<file path="config.mk">
export PLATFORM = sky130hd
export DESIGN_NAME = iss_cell
export DESIGN_NICKNAME = d
export VERILOG_FILES = /design/src/indexed_sequence_store_defines.svh /design/src/iss_pkg.sv /design/src/iss_cell.sv
export SDC_FILE = /design/constraint.sdc
export NUM_CORES = 1
export LEC_CHECK = 0
export BUFFER_PORTS_ARGS = -buffer_cell sky130_fd_sc_hd__clkbuf_2
export CORE_MARGIN = 1.5
export CORE_UTILIZATION = 44
export CTS_CLUSTER_DIAMETER = 120
export CTS_CLUSTER_SIZE = 8
export DETAILED_ROUTE_END_ITERATION = 8
export GPL_ROUTABILITY_DRIVEN = 0
export PLACE_DENSITY = 0.86
export SLEW_MARGIN = 5
export SYNTH_ARGS = -nofsm -noshare
export SYNTH_HDL_FRONTEND = slang
export SYNTH_SLANG_ARGS = --single-unit
</file>
<file path="constraint.sdc">
create_clock -name clk -period 5.5 [get_ports clk]
set_input_delay 0.825 -clock clk [delete_from_list [all_inputs] [get_ports clk]]
set_output_delay 0.825 -clock clk [all_outputs]
set_load 0.1 [all_outputs]
</file>
<file path="src/indexed_sequence_store_defines.svh">
// ----------------------------------------------------------------------------
// Indexed sequence store assertion macros
// Shared concurrent check forms, clocked on clk and disabled in reset.
// ----------------------------------------------------------------------------
`ifndef INDEXED_SEQUENCE_STORE_DEFINES_SVH
`define INDEXED_SEQUENCE_STORE_DEFINES_SVH

// same-cycle implication
`define ISS_CHECK_NOW(lbl, ante, cons, msg) \
	lbl: assert property (@(posedge clk) disable iff (!arst_n) (ante) |-> (cons)) \
		else $error(msg);

// next-cycle implication
`define ISS_CHECK_NEXT(lbl, ante, cons, msg) \
	lbl: assert property (@(posedge clk) disable iff (!arst_n) (ante) |=> (cons)) \
		else $error(msg);

`endif

</file>
<file path="src/iss_pkg.sv">
// ----------------------------------------------------------------------------
// Indexed sequence store package
// Field widths, request and status codes, controller states and cell command.
// ----------------------------------------------------------------------------
package iss_pkg;

	localparam int MAX_ENTRIES_DEF = 64;
	localparam int WORD_W          = 32;
	localparam int POS_W           = 6;
	localparam int REQ_W           = 3;
	localparam int STATUS_W        = 2;
	localparam int CNT_OUT_W       = 7;

	typedef enum logic [REQ_W-1:0] {
		REQ_PUSH_FRONT = 3'd0,
		REQ_PUSH_BACK  = 3'd1,
		REQ_POP_FRONT  = 3'd2,
		REQ_POP_BACK   = 3'd3,
		REQ_INSERT     = 3'd4,
		REQ_ERASE      = 3'd5,
		REQ_READ       = 3'd6,
		REQ_CLEAR      = 3'd7
	} req_e_t;

	typedef enum logic [STATUS_W-1:0] {
		STAT_OK    = 2'd0,
		STAT_RANGE = 2'd1,
		STAT_FULL  = 2'd2,
		STAT_EMPTY = 2'd3
	} status_e_t;

	typedef enum logic [1:0] {
		S_IDLE,
		S_SHIFT,
		S_REPLY
	} state_e_t;

	typedef enum logic [1:0] {
		CELL_HOLD,
		CELL_OPEN,
		CELL_CLOSE
	} cell_op_e_t;

	typedef struct packed {
		cell_op_e_t        op;
		logic              tap_load;
		logic              tap_shift;
		logic [WORD_W-1:0] fill;
	} cell_cmd_t;

endpackage

</file>
<file path="src/iss_cell.sv">
// ----------------------------------------------------------------------------
// Indexed sequence store cell
// One stored word plus one tap word; opens or closes a gap around the
// broadcast index and passes its tap toward the head.
// ----------------------------------------------------------------------------
module iss_cell #(
	parameter int IW  = 6,
	parameter int IDX = 0
) (
	input  logic                      clk,
	input  iss_pkg::cell_cmd_t        cmd,
	input  logic [IW-1:0]             idx,
	input  logic [iss_pkg::WORD_W-1:0] left_word,
	input  logic [iss_pkg::WORD_W-1:0] right_word,
	input  logic [iss_pkg::WORD_W-1:0] right_tap,
	output logic [iss_pkg::WORD_W-1:0] word,
	output logic [iss_pkg::WORD_W-1:0] tap
);
	import iss_pkg::*;

	localparam logic [IW-1:0] MY_IDX = IW'(IDX);

	logic [WORD_W-1:0] word_q;
	logic [WORD_W-1:0] tap_q;

	always_ff @(posedge clk) begin
		case (cmd.op)
			CELL_OPEN: begin
				if (MY_IDX > idx) begin
					word_q <= left_word;
				end else if (MY_IDX == idx) begin
					word_q <= cmd.fill;
				end
			end
			CELL_CLOSE: begin
				if (MY_IDX >= idx) begin
					word_q <= right_word;
				end
			end
			default: begin
				word_q <= word_q;
			end
		endcase
	end

	always_ff @(posedge clk) begin
		if (cmd.tap_load) begin
			tap_q <= word_q;
		end else if (cmd.tap_shift) begin
			tap_q <= right_tap;
		end
	end

	assign word = word_q;
	assign tap  = tap_q;

endmodule

</file>
==> impl_results.md, run 1 <==
- I/O pin count: 203
- Comb power frac: 22.1%
- Root Buffer Master: clkbuf_8
- Pleak: 1.678 nW
- Reg-to-reg slack, setup: 4.53 ns
- CP endpoint kind: flip-flop
- Internal Power: 0.7905 mW
- Setup violations, final: 0
- Clock Power Share: 28.8%
- HP Class: reg2reg
- Vias in the first global route: 1902
- Synth Area in Compound Gates: 0%
- CTS sink cnt: 64
- Final #Nets: 454
- DP HPWL: 4.764 mm
- Clk_lat worst skew: 0.33 ns
- Final Skew: 0.008444 ns
- Switching Share: 31.56%
- Adder-cell share of the synthesized area: 0%
- CTS clk-pin slew, worst paths: 0.07 ns
- Synth Cell Area: 2768 um2
- Final hold violations: 0
- Placed cell area: 3671 um2
- Synth Area in XOR/XNOR: 0.3165%
- Post-Syn Area per Cell: 19.63 um2
- Largest family of logic cells by synthesized area: multiplexers
- Die W: 82.31 um
- Initial drt markers: 60
- Least-Margin Pin Slew: 0.9223 ns
- Hold Buf Count CTS: 0
- TritonCTS clock tree: built
- Number of max-cap violations: 0
- Rel. slew slack: 38.38%
- Pin count of the biggest net entering global routing: 34
- Initial core utilization: 46.20%
- CORE AREA: 5991 um2
- Final Routed Wirelength: 6.358 mm
- Pwr/cell area: 301.9 nW/um2
- Post-CTS Setup Repair Bufs: 0
- Core Util, Final: 63.87%
- Vias: 1899
- Tot GR Track Use: 19.41%
- Sequential area share after synthesis: 69.44%
- Detail Route Antenna Nets: 0
- Max VDD drop: 0.1649 mV
- Via density: 4.808
- Fmax: 385.3 MHz
- Hold slack: 0.5808 ns
- Post-cts resize count: 0
- Reg power frac: 49.1%
- Register bit total from synthesis: 64
- Startpoint types: input port
- Initial DRT Pass Iterations: 3
- Port buffer count: 170
- Critical path class: in2reg
- RSZ-0062 raised after global routing: no
- Cts bufs inserted: 9
- Final Max Slew Viols: 0
- Netlist cell types: 10
- YS warnings: 0
- Row Count: 28
- Initial antenna violation count: 0
- CP max FO: 19
- GRT overflow: 0
- First-pass GRT wire length: 9.108 mm
- Fin area: 3826 um2
- Fraction of synthesized area in multiplexers: 26.58%
- Die Ht: 82.31 um
- Share of layout cells above drive strength 1: 78.13%
- Crit path DAT: 2.60 ns
- Syn Inst Count: 141
- Post-synthesis simple-gate area fraction: 1.311%
- Layout area overhead: 38.25%
- Wirelength per Cell: 16.10 um
- N_diodes: 0
- Reported net switching power: 0.3645 mW
- H-tree Lvls: 3
- Post-Syn Nets: 280
- Setup_tns: 0 ns
- CTS Buffer Depth: 2
- CP Data Required Time: 5.51 ns
- DRC violations left: 0
- Status: completed
- Area of the die: 6775 um2
- Fin crit share: 47.19%
- Min Tclk post-route: 2.596 ns
-- sequential cells by signal (all words and copies together), names as in the netlist --
register and flops:
word 32, tap 32
-- final timing paths --
path | cells after the start | endpoint | start
hold reg to reg | 1 | tap[0]$_DFFE_PP_ | word[0]$_DFFE_PP_
setup / recovery | 4 | word[20]$_DFFE_PP_ | idx[2]
setup reg to reg | 1 | tap[12]$_DFFE_PP_ | word[12]$_DFFE_PP_
hold / removal | 1 | tap[0]$_DFFE_PP_ | word[0]$_DFFE_PP_
-- kinds of logic after synthesis --
group,after synthesis
simple gates,4
mux,64
flops,64
buf+inv,8
xor+xnor,1
-- stage by stage --
step	power, mW	setup slack, ns	instances
after floorplan	0.7729	1.862	141
after global placement	0.8291	2.569	379
after detailed placement	0.8341	2.550	379
after CTS	1.162	2.905	395
after global routing	1.196	2.749	395
final	1.155	2.904	395
-- critical path, cell delays in order --
cell and delay (ns):
clkbuf_2 0.08, or4_4 0.53, nor4_4 0.74, buf_4 0.41
-- synthesized netlist by cell type --
| cell | count | share of area [%] |
|---|---|---|
| nor4_2 | 1 | 0.45 |
| nor2b_1 | 1 | 0.23 |
| or4_4 | 1 | 0.41 |
| mux2_2 | 60 | 24 |
| or2_2 | 1 | 0.23 |
| mux2_4 | 4 | 2.2 |
| xnor2_1 | 1 | 0.32 |
| edfxtp_1 | 64 | 69 |
| buf_6 | 4 | 1.6 |
| buf_2 | 4 | 0.72 |
-- cells in the final DEF (no fill, tap or decap) --
cell        instances
buf_4               1
clkbuf_1            2
clkbuf_2          170
clkbuf_8            9
clkinv_1            3
clkinv_2            1
clkinvlp_4          1
edfxtp_1           64
mux2_2             60
mux2_4              4
nor2b_4             1
nor4_4              1
or2_2               1
or4_4               1
xnor2_1             1
-- cell type report --
cell class                      instances  area [um2]
Sequential cell                        64        1922
Clock buffer                           11       131.4
Fill cell                             456        2165
Multi-Input combinational cell         69       797.0
Timing Repair Buffer                  171       858.3
Clock inverter                          5       23.77
Tap cell                               75       93.84
-- per-layer routing --
layer | wire length (um) | track usage [%] | up-vias
met2 | 3342 | 33.50 | 95
met5 | 0 | 0 | -
met1 | 2449 | 21.28 | 900
met4 | 53 | 7.627 | 0
li1 | - | - | 900
met3 | 514 | 7.692 | 4
-- power groups by stage --
stage / Combinational, mW / Sequential, mW / Clock [mW]
2_1_floorplan: 0.0516 / 0.721 / 0
3_3_place_gp: 0.252 / 0.577 / 0
3_5_place_dp: 0.256 / 0.578 / 0
4_1_cts: 0.257 / 0.568 / 0.337
5_1_grt: 0.266 / 0.569 / 0.360
6_report: 0.255 / 0.567 / 0.333
Note: power is estimated with default switching activity, not from simulation.
==> run 2, diff against run 1 <==
- CORE_UTILIZATION: 44 -> 36
- PLACE_DENSITY: 0.86 -> 0.75
- clock period: 5.5 -> 2.35 ns (I/O delays scaled with it)
==> impl_results.md, run 2 (synthesized netlist as in run 1, its figures left out) <==
- Status: completed
- Crit path cell chain: clkbuf_2
- Detail Route Antenna Nets: 0
- Final Routed Wirelength: 6.049 mm
- Metal3 WL: 375 um
- Row Count: 31
- Initial antenna violation count: 0
- CORE AREA: 7331 um2
- Area of the die: 8223 um2
- Initial drt markers: 36
- Post-Place Worst Slack: 0.4937 ns
- Fillers: 663
- DRC violations left: 0
- CP max FO: 2
- Total power: 3.043 mW
- Final hold violations: 0
- Pin count of the biggest net entering global routing: 33
- CP Data Required Time: 2.00 ns
- Fin area: 3966 um2
- CP endpoint kind: output port
- Critical Path End: word[27]
- Final Skew: 0.009301 ns
- Layout area overhead: 43.31%
- Setup crit start: word[27]$_DFFE_PP_
- CTS clk-pin slew, worst paths: 0.07 ns
- GRT overflow: 0
- Top layer in use: met4
- I/O pin count: 203
- Tot GR Track Use: 15.45%
- Pleak: 1.739 nW
- Crit path DAT: 1.17 ns
- Worst setup slack after layout: 0.8231 ns
- Critical path class: reg2out
- Vias in the first global route: 1999
- RSZ-0062 raised after global routing: no
- Final Max Slew Viols: 0
- Least-Margin Pin Slew: 0.7922 ns
- Min Tclk post-route: 1.527 ns
- TritonCTS clock tree: built
- Hold Buf Count CTS: 0
- HP Class: in2reg
- Vias: 1880
- H-tree Lvls: 3
- DP HPWL: 4.560 mm
- Die W: 90.68 um
- N_diodes: 0
- Hold slack: 0.3168 ns
- Clk_lat worst skew: 0.33 ns
- Initial core utilization: 37.75%
- WP buf/inv: 1
- Cells on worst reg2reg path: 1
- Worst path depth: 1
- CTS Buffer Depth: 2
- M1 WL: 2.299 mm
- CP peak stage delay: 0.47 ns
- CP max-delay cell: clkbuf_2
- Initial DRT Pass Iterations: 4
- CTS sink cnt: 64
- Placed cell area: 3731 um2
- Post-CTS Setup Repair Bufs: 0
- Via density: 4.444
- Setup violations, final: 0
- Post-cts resize count: 0
- Hold Path Origin: right_word[6]
- Most frequent cells in the layout: 170 x clkbuf_2, 64 x edfxtp_1, 60 x mux2_2
- Setup_tns: 0 ns
- Share of layout cells above drive strength 1: 79.63%
- Crit-path leading delay family: buffers and inverters
- Rel. slew slack: 47.19%
- First-pass GRT wire length: 9.597 mm
- Final #Nets: 458
- Fin crit share: 64.97%
- Startpoint types: flip-flop
- Port buffer count: 170
- Worst r2r src: word[16]$_DFFE_PP_
- Met2 WL: 3.259 mm
- Die Ht: 90.68 um
- Reg-to-reg endpoint: tap[16]$_DFFE_PP_
- Max VDD drop: 0.3817 mV
- Number of max-cap violations: 0
- Cts bufs inserted: 9
- Reg-to-reg slack, setup: 1.41 ns
- Wirelength per Cell: 14.30 um
- Fmax: 654.9 MHz
- Leading cell type in the layout, fill and taps excluded: clkbuf_2
- Pwr/cell area: 767.2 nW/um2
- Root Buffer Master: clkbuf_8
-- run 2: worst min-delay path by stage --
stage	endpoint	slack [ns]	cells past startpoint
floorplan	word[10]$_DFFE_PP_	0.57	1
global placement	tap[19]$_DFFE_PP_	0.55	1
detailed placement	tap[30]$_DFFE_PP_	0.57	1
CTS	word[6]$_DFFE_PP_	0.30	2
global route	word[9]$_DFFE_PP_	0.30	2
finish	word[6]$_DFFE_PP_	0.32	2
-- run 2: final cells by class --
cell class                 count  area, um2  area share [%]
clock buffer                  10      127.6           3.218
clock inverter                 6      107.6           2.713
multi-input combinational     69      797.0           20.09
sequential                    64       1922           48.45
tap                           99      123.9           3.123
timing repair buffer         175      888.4           22.40
-- run 2: where the power goes --
group          total (mW)  switching [mW]  internal (mW)  leakage [nW]
logic               0.599           0.431          0.168          1.01
clock network        1.12           0.417          0.701         0.116
registers            1.33          0.0125           1.31         0.614
total                3.04           0.860           2.18          1.74
-- run 2: per-stage QoR --
| stage | utilization, % | cells |
|---|---|---|
| final | 54.10 | 423 |
| after floorplan | - | 141 |
| after detailed placement | 50.90 | 407 |
| after CTS | 54.10 | 423 |
| after global placement | 50.90 | 407 |
| after global routing | 54.10 | 423 |
-- run 2: layer usage --
| metal | vias to the layer above | GRT usage, % |
|---|---|---|
| met3 | 10 | 3.956 |
| li1 | 908 | - |
| met4 | 0 | 8.862 |
| met1 | 879 | 16.54 |
| met2 | 83 | 27.38 |
| met5 | - | 0 |
==> run 3, diff against run 2 <==
- ABC_AREA: default -> 1
- CORE_UTILIZATION: 36 -> 37
- PLACE_DENSITY: 0.75 -> 0.76
- clock period: 2.35 -> 1.4 ns (I/O delays scaled with it)
==> impl_results.md, run 3 <==
- Async SR Flop Fraction: 0%
- Leading cell type in the layout, fill and taps excluded: nand2_1
- Vias in the first global route: 2336
- WP buf/inv: 1
- Initial core utilization: 38.93%
- DRC violations left: 0
- Synth top area cells: edfxtp_1 67%, nand2_1 21%, nand3_1 5.8%
- CP peak stage delay: 0.46 ns
- Pleak: 2.067 nW
- Sequential area share after synthesis: 66.99%
- Port buffer count: 170
- Post-Syn Nets: 422
- Most frequent cells in the layout: 160 x nand2_1, 132 x clkbuf_2, 64 x edfxtp_1
- Crit-path leading delay family: buffers and inverters
- CTS Buffer Depth: 2
- Die W: 91.06 um
- Min Tclk post-route: 1.341 ns
- Initial DRT Pass Iterations: 4
- Synth top area share: 66.99%
- Wirelength per Cell: 13.17 um
- Synth Cell Area: 2869 um2
- YS warnings: 0
- Top cell types by occurrence after synthesis: 160 x nand2_1, 64 x edfxtp_1, 33 x nand3_1
- CP endpoint kind: output port
- Pwr/cell area: 1174 nW/um2
- Final #Nets: 596
- Initial drt markers: 144
- CTS sink cnt: 64
- Final Routed Wirelength: 7.375 mm
- I/O pin count: 203
- GRT overflow: 0
- Post-cts resize count: 0
- Clk_lat worst skew: 0.33 ns
- Reg power frac: 46.5%
- DP HPWL: 5.774 mm
- Detail Route Antenna Nets: 0
- Cells on worst reg2reg path: 2
- CTS clk-pin slew, worst paths: 0.07 ns
- Most numerous cell in the Yosys netlist: nand2_1
- Final hold violations: 0
- Row Count: 31
- Register bit total from synthesis: 64
- Worst path depth: 1
- Layout area overhead: 42.70%
- N_diodes: 0
- Final Skew: 0.006645 ns
- Fillers: 685
- Via density: 4.550
- Largest area contributor in the netlist: edfxtp_1
- HP Class: in2reg
- Die Ht: 91.06 um
- Comb power frac: 22.8%
- Post-CTS Setup Repair Bufs: 0
- Finished Layout Cells: 560
- CP Data Required Time: 1.19 ns
- TritonCTS clock tree: built
- Crit path DAT: 1.13 ns
- Pin count of the biggest net entering global routing: 33
- CORE AREA: 7370 um2
- Hold Buf Count CTS: 0
- Post-Syn Area per Cell: 10.14 um2
- Total power: 4.807 mW
- Least-Margin Pin Slew: 0.5566 ns
- RSZ-0062 raised after global routing: no
- Status: completed
- CP max-delay cell: clkbuf_2
- Switching Share: 32.04%
- Root Buffer Master: clkbuf_8
- Internal Power: 3.267 mW
- Area of the die: 8291 um2
- Vias: 2548
- Inst Count DP: 545
- Max VDD drop: 0.4323 mV
- Placed cell area: 3909 um2
- Netlist cell types: 12
- Setup_tns: 0 ns
- Tot GR Track Use: 17.79%
- H-tree Lvls: 3
- CP max FO: 2
- Startpoint types: flip-flop
- Fmax: 745.9 MHz
- Syn Inst Count: 283
- Fin area: 4094 um2
- Share of layout cells above drive strength 1: 43.38%
- Rel. slew slack: 63.05%
- Critical path class: reg2out
- Number of synthesized flops with an enable pin: 64
- Most used flip-flop cell after synthesis: edfxtp_1
- Number of max-cap violations: 0
- Final Max Slew Viols: 0
- Cts bufs inserted: 9
- WHS Path Cells: 3
- Reported net switching power: 1.540 mW
- Crit path cell chain: clkbuf_2
- Setup violations, final: 0
- Initial antenna violation count: 0
- Fin crit share: 95.77%
- First-pass GRT wire length: 11.25 mm
- Clock Power Share: 30.7%
-- run 3: cell types whose count changed in the layout (fill, tap and decap cells not counted), moves of 3 or more --
| cell | previous run | this run |
|---|---|---|
| nand3_1 | 0 | 33 |
| mux2_2 | 60 | 0 |
| nor2_1 | 0 | 3 |
| clkbuf_2 | 170 | 132 |
| mux2_4 | 4 | 0 |
| nand2_1 | 0 | 160 |
| buf_4 | 5 | 47 |
-- run 3: area by class of cell --
class | count | area [um2] | share of cell area (%)
well taps | 99 | 123.9 | 3.026
inverters | 2 | 7.507 | 0.1834
flip-flops and latches | 64 | 1922 | 46.94
repair buffers | 180 | 1033 | 25.24
multi-input cells | 200 | 822.0 | 20.08
clock inverters | 6 | 61.31 | 1.498
clock buffers | 9 | 123.9 | 3.026
-- run 3: logic make-up after synthesis --
group                     share of synthesized area [%]
xor gates and xnor gates                         0.3053
buffers and inverters                             4.884
DFF                                               66.99
and+or+nand+nor                                   27.82
-- run 3: path summary, 6_finish.rpt --
| check | slack (ns) | start | end |
|---|---|---|---|
| max | 0.06 | word[3]$_DFFE_PP_ | word[3] |
| min | 0.15 | cmd[25] | word[25]$_DFFE_PP_ |
| max reg2reg | 0.58 | word[1]$_DFFE_PP_ | tap[1]$_DFFE_PP_ |
| min reg2reg | 0.54 | word[28]$_DFFE_PP_ | tap[28]$_DFFE_PP_ |
-- run 3: power groups by stage --
stage / clock, mW / combinational, mW / sequential (mW)
2_1_floorplan: 0 / 0.223 / 2.88
3_3_place_gp: 0 / 1.09 / 2.27
3_5_place_dp: 0 / 1.10 / 2.28
4_1_cts: 1.52 / 1.10 / 2.24
5_1_grt: 1.62 / 1.16 / 2.24
6_report: 1.48 / 1.10 / 2.24
-- run 3: metal layers --
layer  track usage, %  vias up  wire (um)
met1            20.98     1165       3011
met2            31.47       96       3918
met3            3.601        6        368
li1                 -     1281          -
met5                0        -          0
met4            7.161        0         76
-- run 3: through the flow --
step	util, %	hold WS [ns]	worst slack [ns]
floorplan	-	0.3886	0.009748
global placement	53.04	0.4770	0.2275
detailed placement	53.04	0.4795	0.1963
CTS	55.55	0.1300	0.03673
global route	55.55	0.1299	0.009099
finish	55.55	0.1460	0.05925
