## config.mk

```make
export PLATFORM = sky130hd
export DESIGN_NAME = iss_ctrl
export DESIGN_NICKNAME = d
export VERILOG_FILES = /design/src/iss_pkg.sv /design/src/iss_ctrl.sv
export VERILOG_INCLUDE_DIRS = /design/src /design/src/src
export SDC_FILE = /design/constraint.sdc
export NUM_CORES = 1
export LEC_CHECK = 0
export ABC_CLOCK_PERIOD_IN_PS = 2300
export BUFFER_PORTS_ARGS = -buffer_cell sky130_fd_sc_hd__buf_2
export CAP_MARGIN = 20
export CORE_UTILIZATION = 38
export CTS_CLUSTER_DIAMETER = 150
export DETAILED_ROUTE_END_ITERATION = 10
export PLACE_DENSITY = 0.79
export SLEW_MARGIN = 20
export SYNTH_ARGS = -nofsm -noshare
export SYNTH_HDL_FRONTEND = slang
export SYNTH_SLANG_ARGS = --single-unit
```

## constraint.sdc

```tcl
create_clock -name clk -period 2.3 [get_ports clk]
set_input_delay 0.115 -clock clk [delete_from_list [all_inputs] [get_ports clk]]
set_output_delay 0.115 -clock clk [all_outputs]
set_load 0.01 [all_outputs]
```

## src/indexed_sequence_store_defines.svh

```systemverilog
// ----------------------------------------------------------------------------
// Indexed sequence store assertion macros
// Shared concurrent check forms, clocked on clk and disabled in reset.
// ----------------------------------------------------------------------------
`ifndef INDEXED_SEQUENCE_STORE_DEFINES_SVH
`define INDEXED_SEQUENCE_STORE_DEFINES_SVH

// same-cycle implication
`define ISS_CHECK_NOW(lbl, ante, cons, msg) \
	lbl: assert property (@(posedge clk) disable iff (!arst_n) (ante) |-> (cons)) \
		else $error(msg);

// next-cycle implication
`define ISS_CHECK_NEXT(lbl, ante, cons, msg) \
	lbl: assert property (@(posedge clk) disable iff (!arst_n) (ante) |=> (cons)) \
		else $error(msg);

`endif

```

## src/iss_pkg.sv

```systemverilog
// ----------------------------------------------------------------------------
// Indexed sequence store package
// Field widths, request and status codes, controller states and cell command.
// ----------------------------------------------------------------------------
package iss_pkg;

	localparam int MAX_ENTRIES_DEF = 64;
	localparam int WORD_W          = 32;
	localparam int POS_W           = 6;
	localparam int REQ_W           = 3;
	localparam int STATUS_W        = 2;
	localparam int CNT_OUT_W       = 7;

	typedef enum logic [REQ_W-1:0] {
		REQ_PUSH_FRONT = 3'd0,
		REQ_PUSH_BACK  = 3'd1,
		REQ_POP_FRONT  = 3'd2,
		REQ_POP_BACK   = 3'd3,
		REQ_INSERT     = 3'd4,
		REQ_ERASE      = 3'd5,
		REQ_READ       = 3'd6,
		REQ_CLEAR      = 3'd7
	} req_e_t;

	typedef enum logic [STATUS_W-1:0] {
		STAT_OK    = 2'd0,
		STAT_RANGE = 2'd1,
		STAT_FULL  = 2'd2,
		STAT_EMPTY = 2'd3
	} status_e_t;

	typedef enum logic [1:0] {
		S_IDLE,
		S_SHIFT,
		S_REPLY
	} state_e_t;

	typedef enum logic [1:0] {
		CELL_HOLD,
		CELL_OPEN,
		CELL_CLOSE
	} cell_op_e_t;

	typedef struct packed {
		cell_op_e_t        op;
		logic              tap_load;
		logic              tap_shift;
		logic [WORD_W-1:0] fill;
	} cell_cmd_t;

endpackage

```

## src/iss_ctrl.sv

```systemverilog
// ----------------------------------------------------------------------------
// Indexed sequence store controller
// Decodes requests, keeps the entry count, drives the cell row and walks the
// tap chain until the addressed word reaches the head.
// ----------------------------------------------------------------------------
`include "indexed_sequence_store_defines.svh"

module iss_ctrl #(
	parameter int MAX_ENTRIES = 64,
	parameter int IW          = 6,
	parameter int CW          = 7
) (
	input  logic                          clk,
	input  logic                          arst_n,
	input  logic                          start,
	input  logic [iss_pkg::REQ_W-1:0]     req_type,
	input  logic [iss_pkg::POS_W-1:0]     position,
	input  logic [iss_pkg::WORD_W-1:0]    value_in,
	input  logic [iss_pkg::WORD_W-1:0]    tap_head,
	output logic                          busy,
	output logic                          done,
	output logic [iss_pkg::WORD_W-1:0]    value_out,
	output logic [iss_pkg::STATUS_W-1:0]  status,
	output logic [iss_pkg::CNT_OUT_W-1:0] entry_count,
	output iss_pkg::cell_cmd_t            cmd,
	output logic [IW-1:0]                 cmd_idx
);
	import iss_pkg::*;

	localparam int CMPW = (CW > POS_W) ? CW : POS_W;

	state_e_t  state_q, state_d;
	status_e_t status_q;
	logic [CW-1:0] count_q;
	logic [IW-1:0] rem_q;
	logic          need_q;

	logic          accept;
	logic          full;
	logic          empty;
	logic          in_range;
	status_e_t     dec_status;
	logic [CW-1:0] dec_count;
	cell_op_e_t    dec_op;
	logic [IW-1:0] dec_idx;
	logic          dec_need;
	logic          tap_shift;
	logic [CW+CNT_OUT_W-1:0] cnt_ext;

	assign accept   = start && (state_q == S_IDLE);
	assign full     = (count_q == CW'(MAX_ENTRIES));
	assign empty    = (count_q == '0);
	assign in_range = (CMPW'(position) < CMPW'(count_q));

	// request decode
	always_comb begin
		dec_status = STAT_OK;
		dec_count  = count_q;
		dec_op     = CELL_HOLD;
		dec_idx    = '0;
		dec_need   = 1'b0;
		case (req_e_t'(req_type))
			REQ_PUSH_FRONT, REQ_PUSH_BACK, REQ_INSERT: begin
				if (full) begin
					dec_status = STAT_FULL;
				end else begin
					dec_op    = CELL_OPEN;
					dec_count = count_q + CW'(1);
					if (req_e_t'(req_type) == REQ_PUSH_FRONT) begin
						dec_idx = '0;
					end else if (req_e_t'(req_type) == REQ_INSERT && in_range) begin
						dec_idx = IW'(position);
					end else begin
						dec_idx = IW'(count_q);
					end
				end
			end
			REQ_POP_FRONT, REQ_POP_BACK: begin
				if (empty) begin
					dec_status = STAT_EMPTY;
				end else begin
					dec_op    = CELL_CLOSE;
					dec_need  = 1'b1;
					dec_count = count_q - CW'(1);
					if (req_e_t'(req_type) == REQ_POP_BACK) begin
						dec_idx = IW'(count_q - CW'(1));
					end
				end
			end
			REQ_ERASE, REQ_READ: begin
				if (!in_range) begin
					dec_status = STAT_RANGE;
				end else begin
					dec_need = 1'b1;
					dec_idx  = IW'(position);
					if (req_e_t'(req_type) == REQ_ERASE) begin
						dec_op    = CELL_CLOSE;
						dec_count = count_q - CW'(1);
					end
				end
			end
			default: begin
				dec_count = '0;
			end
		endcase
	end

	// next state
	always_comb begin
		state_d = state_q;
		case (state_q)
			S_IDLE: begin
				if (accept) begin
					state_d = (dec_need && dec_idx != '0) ? S_SHIFT : S_REPLY;
				end
			end
			S_SHIFT: begin
				if (rem_q == IW'(1)) begin
					state_d = S_REPLY;
				end
			end
			S_REPLY: begin
				state_d = S_IDLE;
			end
			default: begin
				state_d = S_IDLE;
			end
		endcase
	end

	// outputs
	always_comb begin
		busy      = 1'b1;
		done      = 1'b0;
		tap_shift = 1'b0;
		case (state_q)
			S_IDLE: begin
				busy = 1'b0;
			end
			S_SHIFT: begin
				tap_shift = 1'b1;
			end
			S_REPLY: begin
				done = 1'b1;
			end
			default: begin
				busy = 1'b1;
			end
		endcase
	end

	always_ff @(posedge clk or negedge arst_n) begin
		if (!arst_n) begin
			state_q  <= S_IDLE;
			count_q  <= '0;
			status_q <= STAT_OK;
			need_q   <= 1'b0;
			rem_q    <= '0;
		end else begin
			state_q <= state_d;
			if (accept) begin
				count_q  <= dec_count;
				status_q <= dec_status;
				need_q   <= dec_need;
				rem_q    <= dec_idx;
			end else if (state_q == S_SHIFT) begin
				rem_q <= rem_q - IW'(1);
			end
		end
	end

	assign cmd.op        = accept ? dec_op : CELL_HOLD;
	assign cmd.tap_load  = accept;
	assign cmd.tap_shift = tap_shift;
	assign cmd.fill      = value_in;
	assign cmd_idx       = dec_idx;

	assign cnt_ext     = {{CNT_OUT_W{1'b0}}, count_q};
	assign entry_count = cnt_ext[CNT_OUT_W-1:0];
	assign status      = status_q;
	assign value_out   = need_q ? tap_head : '0;

	`ISS_CHECK_NEXT(a_single_strobe, done, !done, "result strobe held past one cycle")
	`ISS_CHECK_NEXT(a_busy_after_accept, accept, busy, "not busy after accepting a word")
	`ISS_CHECK_NOW(a_count_bound, 1'b1, count_q <= CW'(MAX_ENTRIES), "entry count past capacity")
	`ISS_CHECK_NOW(a_fail_zero, done && status_q != STAT_OK, value_out == '0,
		"nonzero word on a failed request")

endmodule

```

==> results of run 1 <==
placed cells by master (no fill, tap or decap), types with 5 or more instances in the layout:
cell and instances:
buf_2 95, and2_1 34, buf_4 24, nor2_1 21, nand2_1 20, dfrtp_1 16, a22o_1 8, inv_1 7
o21ai_0 7, nand3_1 6, a21o_1 6, nand2b_1 6, nor3_1 6, a211oi_1 6, nor2b_1 5, xnor2_1 5
a21oi_1 5, ha_4 5, ha_1 5
flip-flops by register name, indices dropped and copies added (netlist names):
signal,cells
rem_q,6
entry_count,7
status,2
need_q,1
state_q,2
layer usage:
metal / track usage / part of all wire
met5: 0 / 0
met4: 0.0455 / 0.017
met3: 0.0621 / 0.086
met2: 0.390 / 0.50
met1: 0.292 / 0.40
per-stage QoR:
step	setup WS, ns	TNS (ns)
floorplan	-0.0140	-0.0140
global placement	0.104	0
detailed placement	0.0846	0
CTS	-0.0411	-0.0584
global route	-0.100	-0.454
finish	0.00666	0
path summary, 6_finish.rpt:
path                                startpoint             end
worst max-delay path            entry_count[0]      cmd_idx[5]
worst min-delay path               value_in[0]          cmd[0]
worst max register to register  entry_count[0]      state_q[1]
worst min register to register       status[1]       status[1]
max in group asynchronous               arst_n  entry_count[4]
min in group asynchronous               arst_n  entry_count[2]
where the power goes:
| part | internal, mW | total (mW) | switching, mW |
|---|---|---|---|
| sequential | 0.448 | 0.618 | 0.169 |
| combinational | 1.04 | 2.30 | 1.26 |
| clock | 0.123 | 0.231 | 0.108 |
cell type report:
class	count	area (µm²)
Clock buffer	4	45.0
Fill cell	531	2690
Inverter	13	53.8
Multi-Input combinational cell	213	1610
Sequential cell	18	453
Tap cell	72	90.1
Timing Repair Buffer	123	699
critical path, stage by stage (launching register included):
cell and delay [ns]:
dfrtp_1 0.39, buf_6 0.14, or3_4 0.41, nor4_4 0.24, buf_4 0.15, o211ai_1 0.08
a21oi_1 0.18, a221o_1 0.19, buf_2 0.15
what timing repair did:
action                                 CTS  global route
pin swaps                                6             8
endpoints found under the hold margin   18             0
setup endpoints to repair                5            11
setup buffers                            2            10
gates resized for setup                  9            16
hold buffers                             1             0
cells by family (layout without fill, tap and decap cells):
family          count (synthesis)  after routing  share of synthesized area
simple gates                  119            119                      0.293
compound gates                 77             77                      0.261
buf+inv                        61            140                      0.165
flops                          18             18                      0.199
fa+ha+maj                      10             10                     0.0552
xor+xnor                        7              7                     0.0270
==> reports/qor.yml, run 1 <==
path_clk_slew_ns: 0.08
mappedNetlistNets: 378
placed_cells_incl_taps: 426
dpl_cell_area_mm2: 0.00267
relSlewSlack: 0.572
cts_root_buffer: "clkbuf_8"
rows: 27
htree_levels: 1
nets: 458
hold_viol_final: 0
holdPathStages: 0
synth_edf_count: 0
ys_ff_latch: 18
final_util: 0.523
crit_fanout: 6
cp.required_ns: 2.18
setup_viol: 0
end_kind: "primary output"
grt_pass1_vias: 2231
cts.path.max_buffers: 2
die_w_um: 79.3
powerDensity_mw_per_mm2: 1070
drtAntennaViolNets: 0
fin_skew_ns: 0.0102
hold_path.class: "in2out"
overflow: 0
cts_tree: "yes"
ys_warn_count: 0
grt_max_degree: 34
area_growth_pct: 30.1
critical_path_class: "reg2out"
dr.pass1.iters: 4
worst_pin_slew_ns: 0.641
leakage_nw: 1.44
synth-async-reset-ratio: 1.00
reg2regPathDepth: 10
yosys.area.top_type_share: 0.199
vias_per_cell: 5.62
fp.dieH_um: 79.3
clock-sinks: 18
fin_crit_ns: 2.29
grt.total_usage: 0.230
instances_no_fill: 443
layout-drive-gt1-share: 0.426
netlist_top_cells_area: "dfrtp_1, buf_4, and2_1, ha_1, nor2_1"
synth_flop_cell: "dfrtp_1"
yosysUniqueCellTypes: 60
portBuffers: 96
initial_utilization: 0.402
yosys.area.top_type: "dfrtp_1"
ys_seq_area_frac: 0.199
vias: 2488
gp_congestion: 0.989
die_area_mm2: 0.00628
synthTopCellsByCount: "and2_1, buf_4, nor2_1"
ir_drop_mv: 0.526
coreArea_mm2: 0.00564
drt-total-wl_mm: 7.67
drc: 0
place_hpwl_mm: 5.86
fin_crit_sh: 0.997
final_max_slew_viol_count: 0
finish.instance_area_mm2: 0.00295
avgRoutedWirePerCell_um: 17.3
worstPathArrival_ns: 2.18
cp-start-kind: "register"
rsz0062_at_grt: "true"
synth_area_mm2: 0.00227
power_mw: 3.15
ff2ff_setup_slack_ns: 0.06
status: "finished, final reports clean"
fmax_mhz: 436
clkLatencyLatePin_ns: 0.26
antenna_found_initial: 0
n_antenna_cell: 0
synth.avg_cell_area_um2: 7.77
grt_pass1_wl_mm: 11.3
holdWs_ns: 0.230
drv_cap: 0
first_iter_violations: 114
numCtsBuffers: 3
postSynthCellCount: 292
ioPinCount: 161
Power figures use the tool's default switching activity.
==> run 2: changes to the inputs <==
CORE_UTILIZATION = 35   (was 38)
PLACE_DENSITY = 0.74   (was 0.79)
==> run 2 against run 1 <==
- register-to-register slack lost 0.06 ns
- die area increased by 8.4%
- design area increased by 1.1%
- count of clock-buffer cells in the layout stayed put
- clock power is essentially flat
- combinational power hardly changed
- critical path depth did not move
- core utilization down 3.4 points
- fmax fell by 0.24%
- largest power group unchanged
- highest routed layer unchanged
==> reports/qor.yml, run 2 (synthesized netlist as in run 1, its figures left out) <==
ir_drop_mv: 0.490
powerDensity_mw_per_mm2: 1060
final_max_slew_viol_count: 0
drt-total-wl_mm: 7.48
critical_path_class: "reg2reg"
antenna_found_initial: 0
grt_pass1_wl_mm: 10.9
path_clk_slew_ns: 0.08
power_mw: 3.15
clkLatencyLatePin_ns: 0.26
vias: 2458
n_antenna_cell: 0
fin_crit_sh: 1.00
hold_viol_final: 0
fmax_mhz: 435
cts_root_buffer: "clkbuf_8"
num-fill-cells: 592
status: "finished, final reports clean"
finalSetupTns_ns: 0
drc: 0
multi_input_area_mm2: 0.00163
gp_congestion: 0.958
numCtsBuffers: 3
overflow: 0
worst_pin_slew_ns: 0.853
dr.pass1.iters: 5
cp-start-kind: "register"
nets: 459
clock-sinks: 18
final_cell_mix: "buf_2, and2_1, buf_4, nor2_1, nand2_1"
htree_levels: 1
mostFrequentLayoutCell: "buf_2"
initial_utilization: 0.372
ioPinCount: 161
setup_viol: 0
rsz0062_at_grt: "true"
cp.required_ns: 2.44
vias_per_cell: 5.50
relSlewSlack: 0.429
die_w_um: 82.5
drtAntennaViolNets: 0
grt.total_usage: 0.216
crit_fanout: 5
place_ws_ns: 0.101
grt_pass1_vias: 2241
fin_ws_ns: 0.00104
place_hpwl_mm: 5.76
cts.path.max_buffers: 2
worstPathArrival_ns: 2.44
area_growth_pct: 31.5
coreArea_mm2: 0.00610
grt_max_degree: 34
ff_latch_area_um2: 453
avgRoutedWirePerCell_um: 16.7
final_util: 0.490
end_kind: "register"
hold_path.class: "in2out"
layout-drive-gt1-share: 0.444
fin_crit_ns: 2.30
cts_tree: "yes"
drv_cap: 0
rows: 28
leakage_nw: 1.46
fp.dieH_um: 82.5
first_iter_violations: 167
largest_register_ff_count: 7
portBuffers: 96
fin_skew_ns: 0.0113
die_area_mm2: 0.00681
-- run 2: changes by cell type in the layout (fill, tap and decap cells not counted), sizes merged --
cell | previous run | this run
buf | 122 | 123
-- run 2: final cells by class --
type	count	area share
Multi-Input combinational cell	213	0.548
Timing Repair Buffer	124	0.237
Sequential cell	18	0.152
Tap cell	75	0.0314
Inverter	13	0.0172
Clock buffer	4	0.0151
-- run 2: per-layer routing --
layer / GRT usage / wire [µm]
met1: 0.250 / 2870
met2: 0.415 / 3990
met3: 0.0341 / 550
met4: 0.0414 / 65
met5: 0 / 0
-- run 2: critical path: stages, from the launching register on --
cell and delay (ns):
dfrtp_1 0.41, inv_2 0.11, ha_4 0.22, and4b_2 0.28, a21o_1 0.22, and3_4 0.18, a221o_1 0.34, buf_4 0.15
a211o_1 0.28
-- run 2: report_power, final --
part           internal, mW  total (mW)  switching, mW  leakage, nW
logic                  1.06        2.31           1.25         1.21
clock network         0.123       0.234          0.111       0.0228
registers             0.449       0.610          0.162        0.221
-- run 2: path summary, 6_finish.rpt --
path                            depth (start not counted)        endpoint  slack [ns]            from
min in group asynchronous                               2  entry_count[2]        0.33          arst_n
worst max register to register                          8        rem_q[1]       0.001  entry_count[5]
worst min register to register                          2       status[1]        0.49       status[1]
worst max-delay path                                    8        rem_q[1]       0.001  entry_count[5]
max in group asynchronous                               2  entry_count[3]        1.64          arst_n
worst min-delay path                                    0          cmd[4]        0.23     value_in[4]
-- run 2: what timing repair did --
item                                    4_1_cts  5_1_grt
setup buffers                                 8        4
hold endpoints to repair                     18        0
hold buffers                                  1        0
endpoints found under the setup margin        6       16
pin swaps                                     6        6
resized for setup                            11       18
-- run 2: metrics by stage --
step	hold WS [ns]	area (µm²)	instances
2_1_floorplan	-0.181	2350	292
3_3_place_gp	0.0758	2690	431
3_5_place_dp	0.0787	2690	431
4_1_cts	0.230	2860	443
5_1_grt	0.230	2980	447
6_report	0.230	2980	447
==> run 3: changes to the inputs <==
PLACE_DENSITY = 0.85   (was 0.74)
==> run 3 against run 2 <==
- the run now ends with negative setup slack left
- sequential power rose by 3%
- fmax fell by 2.1%
- sequential cell count did not move
- clock power barely moved
- clock skew fell by 0.0034 ns
- wire length rose by 12%
- die area did not move
- worst hold slack did not move
- sequential share of layout area fell by 0.65 points
- global-route usage rose by 0.98 points
- total power rose by 6.2%
- critical path type is now reg2out
==> reports/qor.yml, run 3 (synthesized netlist as in run 1, its figures left out) <==
fin_ws_ns: -0.0485
clkLatencyLatePin_ns: 0.26
clkPwrFrac: 0.071
mostFrequentLayoutCell: "buf_2"
path_clk_slew_ns: 0.08
intPower_mw: 1.70
ff2ff_setup_slack_ns: 0
leakage_nw: 1.52
fmax_mhz: 426
power_mw: 3.34
fin_crit_sh: 1.02
drt-total-wl_mm: 8.41
failed_checks: "negative setup slack"
gp_congestion: 0.954
hold_path.class: "in2out"
rsz0062_at_grt: "true"
grt-busiest-layer: "met2"
worstPathArrival_ns: 2.23
multi_input_area_mm2: 0.00168
antenna_found_initial: 0
final_max_slew_viol_count: 0
coreArea_mm2: 0.00610
cts.path.max_buffers: 2
pwr-share-seq: 0.187
drtAntennaViolNets: 0
cp-start-kind: "register"
place_hpwl_mm: 6.18
numCtsBuffers: 3
end_kind: "primary output"
overflow: 0
crit_path_cell_trace: "inv_2 > ha_4 > nand3_1 > a21oi_4 > a211oi_4 > buf_4 > a221o_1 > buf_2"
finalSetupTns_ns: -0.157
portBuffers: 96
worst_pin_slew_ns: 0.696
die_area_mm2: 0.00681
dr.pass1.iters: 5
grt.total_usage: 0.225
area_growth_pct: 37.0
ir_drop_mv: 0.588
htree_levels: 1
first_iter_violations: 238
largest_register_ff_count: 7
power.net_switching_mw: 1.65
dpl_cell_area_mm2: 0.00269
ff_latch_area_um2: 452
ioPinCount: 161
hold_viol_final: 0
final_cell_mix: "buf_2, buf_4, and2_1, nor2_1, nand2_1"
critical_path_class: "reg2out"
grt_pass1_wl_mm: 11.3
crit_fanout: 4
combPwrFrac: 0.742
setup_viol: 4
num-fill-cells: 557
holdWs_ns: 0.230
rows: 28
die_w_um: 82.5
nets: 468
powerDensity_mw_per_mm2: 1080
cp.required_ns: 2.18
drv_cap: 0
n_antenna_cell: 0
status: "finished, violations left"
initial_utilization: 0.372
cpPeakStageDelay_ns: 0.38
fin_crit_ns: 2.35
p_sw_frac: 0.492
finish.instance_area_mm2: 0.00311
cts_tree: "yes"
fin_skew_ns: 0.00785
place_ws_ns: 0.112
avgRoutedWirePerCell_um: 18.4
grt_use_met2: 0.406
vias_per_cell: 5.76
relSlewSlack: 0.534
vias: 2627
clock-sinks: 18
use_met3: 0.0527
cts_root_buffer: "clkbuf_8"
grt_max_degree: 34
drc: 0
grt_pass1_vias: 2381
met1_usage: 0.248
crit_slowest_cell: "a221o_1"
fp.dieH_um: 82.5
layout-drive-gt1-share: 0.467
run 3: final timing paths:
kind                                        to           start  cells after the start
worst max-delay path                cmd_idx[5]  entry_count[5]                      8
worst min-delay path                   cmd[24]    value_in[24]                      0
worst max register to register          need_q  entry_count[5]                     10
worst min register to register       status[1]       status[1]                      2
max in group asynchronous       entry_count[3]          arst_n                      2
min in group asynchronous            status[1]          arst_n                      2
run 3: power groups by stage:
stage	clock (mW)	combinational (mW)	sequential, mW
2_1_floorplan	0	1.42	0.587
3_3_place_gp	0	2.02	0.606
3_5_place_dp	0	2.05	0.621
4_1_cts	0.237	2.15	0.622
5_1_grt	0.255	2.68	0.644
6_report	0.237	2.48	0.626
run 3: repair_timing:
| action | in CTS | in global routing |
|---|---|---|
| hold buffers | 1 | 0 |
| setup buffers | 8 | 12 |
| pin swaps | 8 | 15 |
| hold endpoints to repair | 18 | 0 |
| setup endpoints to repair | 4 | 13 |
| gates resized for setup | 11 | 27 |
run 3: cell type report:
| class | count | area share |
|---|---|---|
| Clock buffer | 4 | 0.0145 |
| Sequential cell | 18 | 0.145 |
| Inverter | 13 | 0.0165 |
| Timing Repair Buffer | 133 | 0.252 |
| Tap cell | 75 | 0.0302 |
| Multi-Input combinational cell | 213 | 0.541 |
run 3: metal layers:
layer	up-vias	routed length, µm
li1	1186	-
met1	1218	3160
met2	187	4200
met3	36	721
met4	0	331
met5	-	0
run 3: worst max-delay path, delay by kind of cell (launching register included):
family                   cells  cell delay, ns
AND/OR/NAND/NOR              1            0.21
adder cells (fa/ha/maj)      1            0.29
buffers and inverters        3            0.37
AO/OA/AOI/OAI                3            0.73
flip-flops                   1            0.37
run 3: stage by stage:
stage           util  cells
3_5_place_dp   0.441    431
2_1_floorplan      -    292
6_report       0.510    456
3_3_place_gp   0.441    431
4_1_cts        0.469    444
5_1_grt        0.510    456
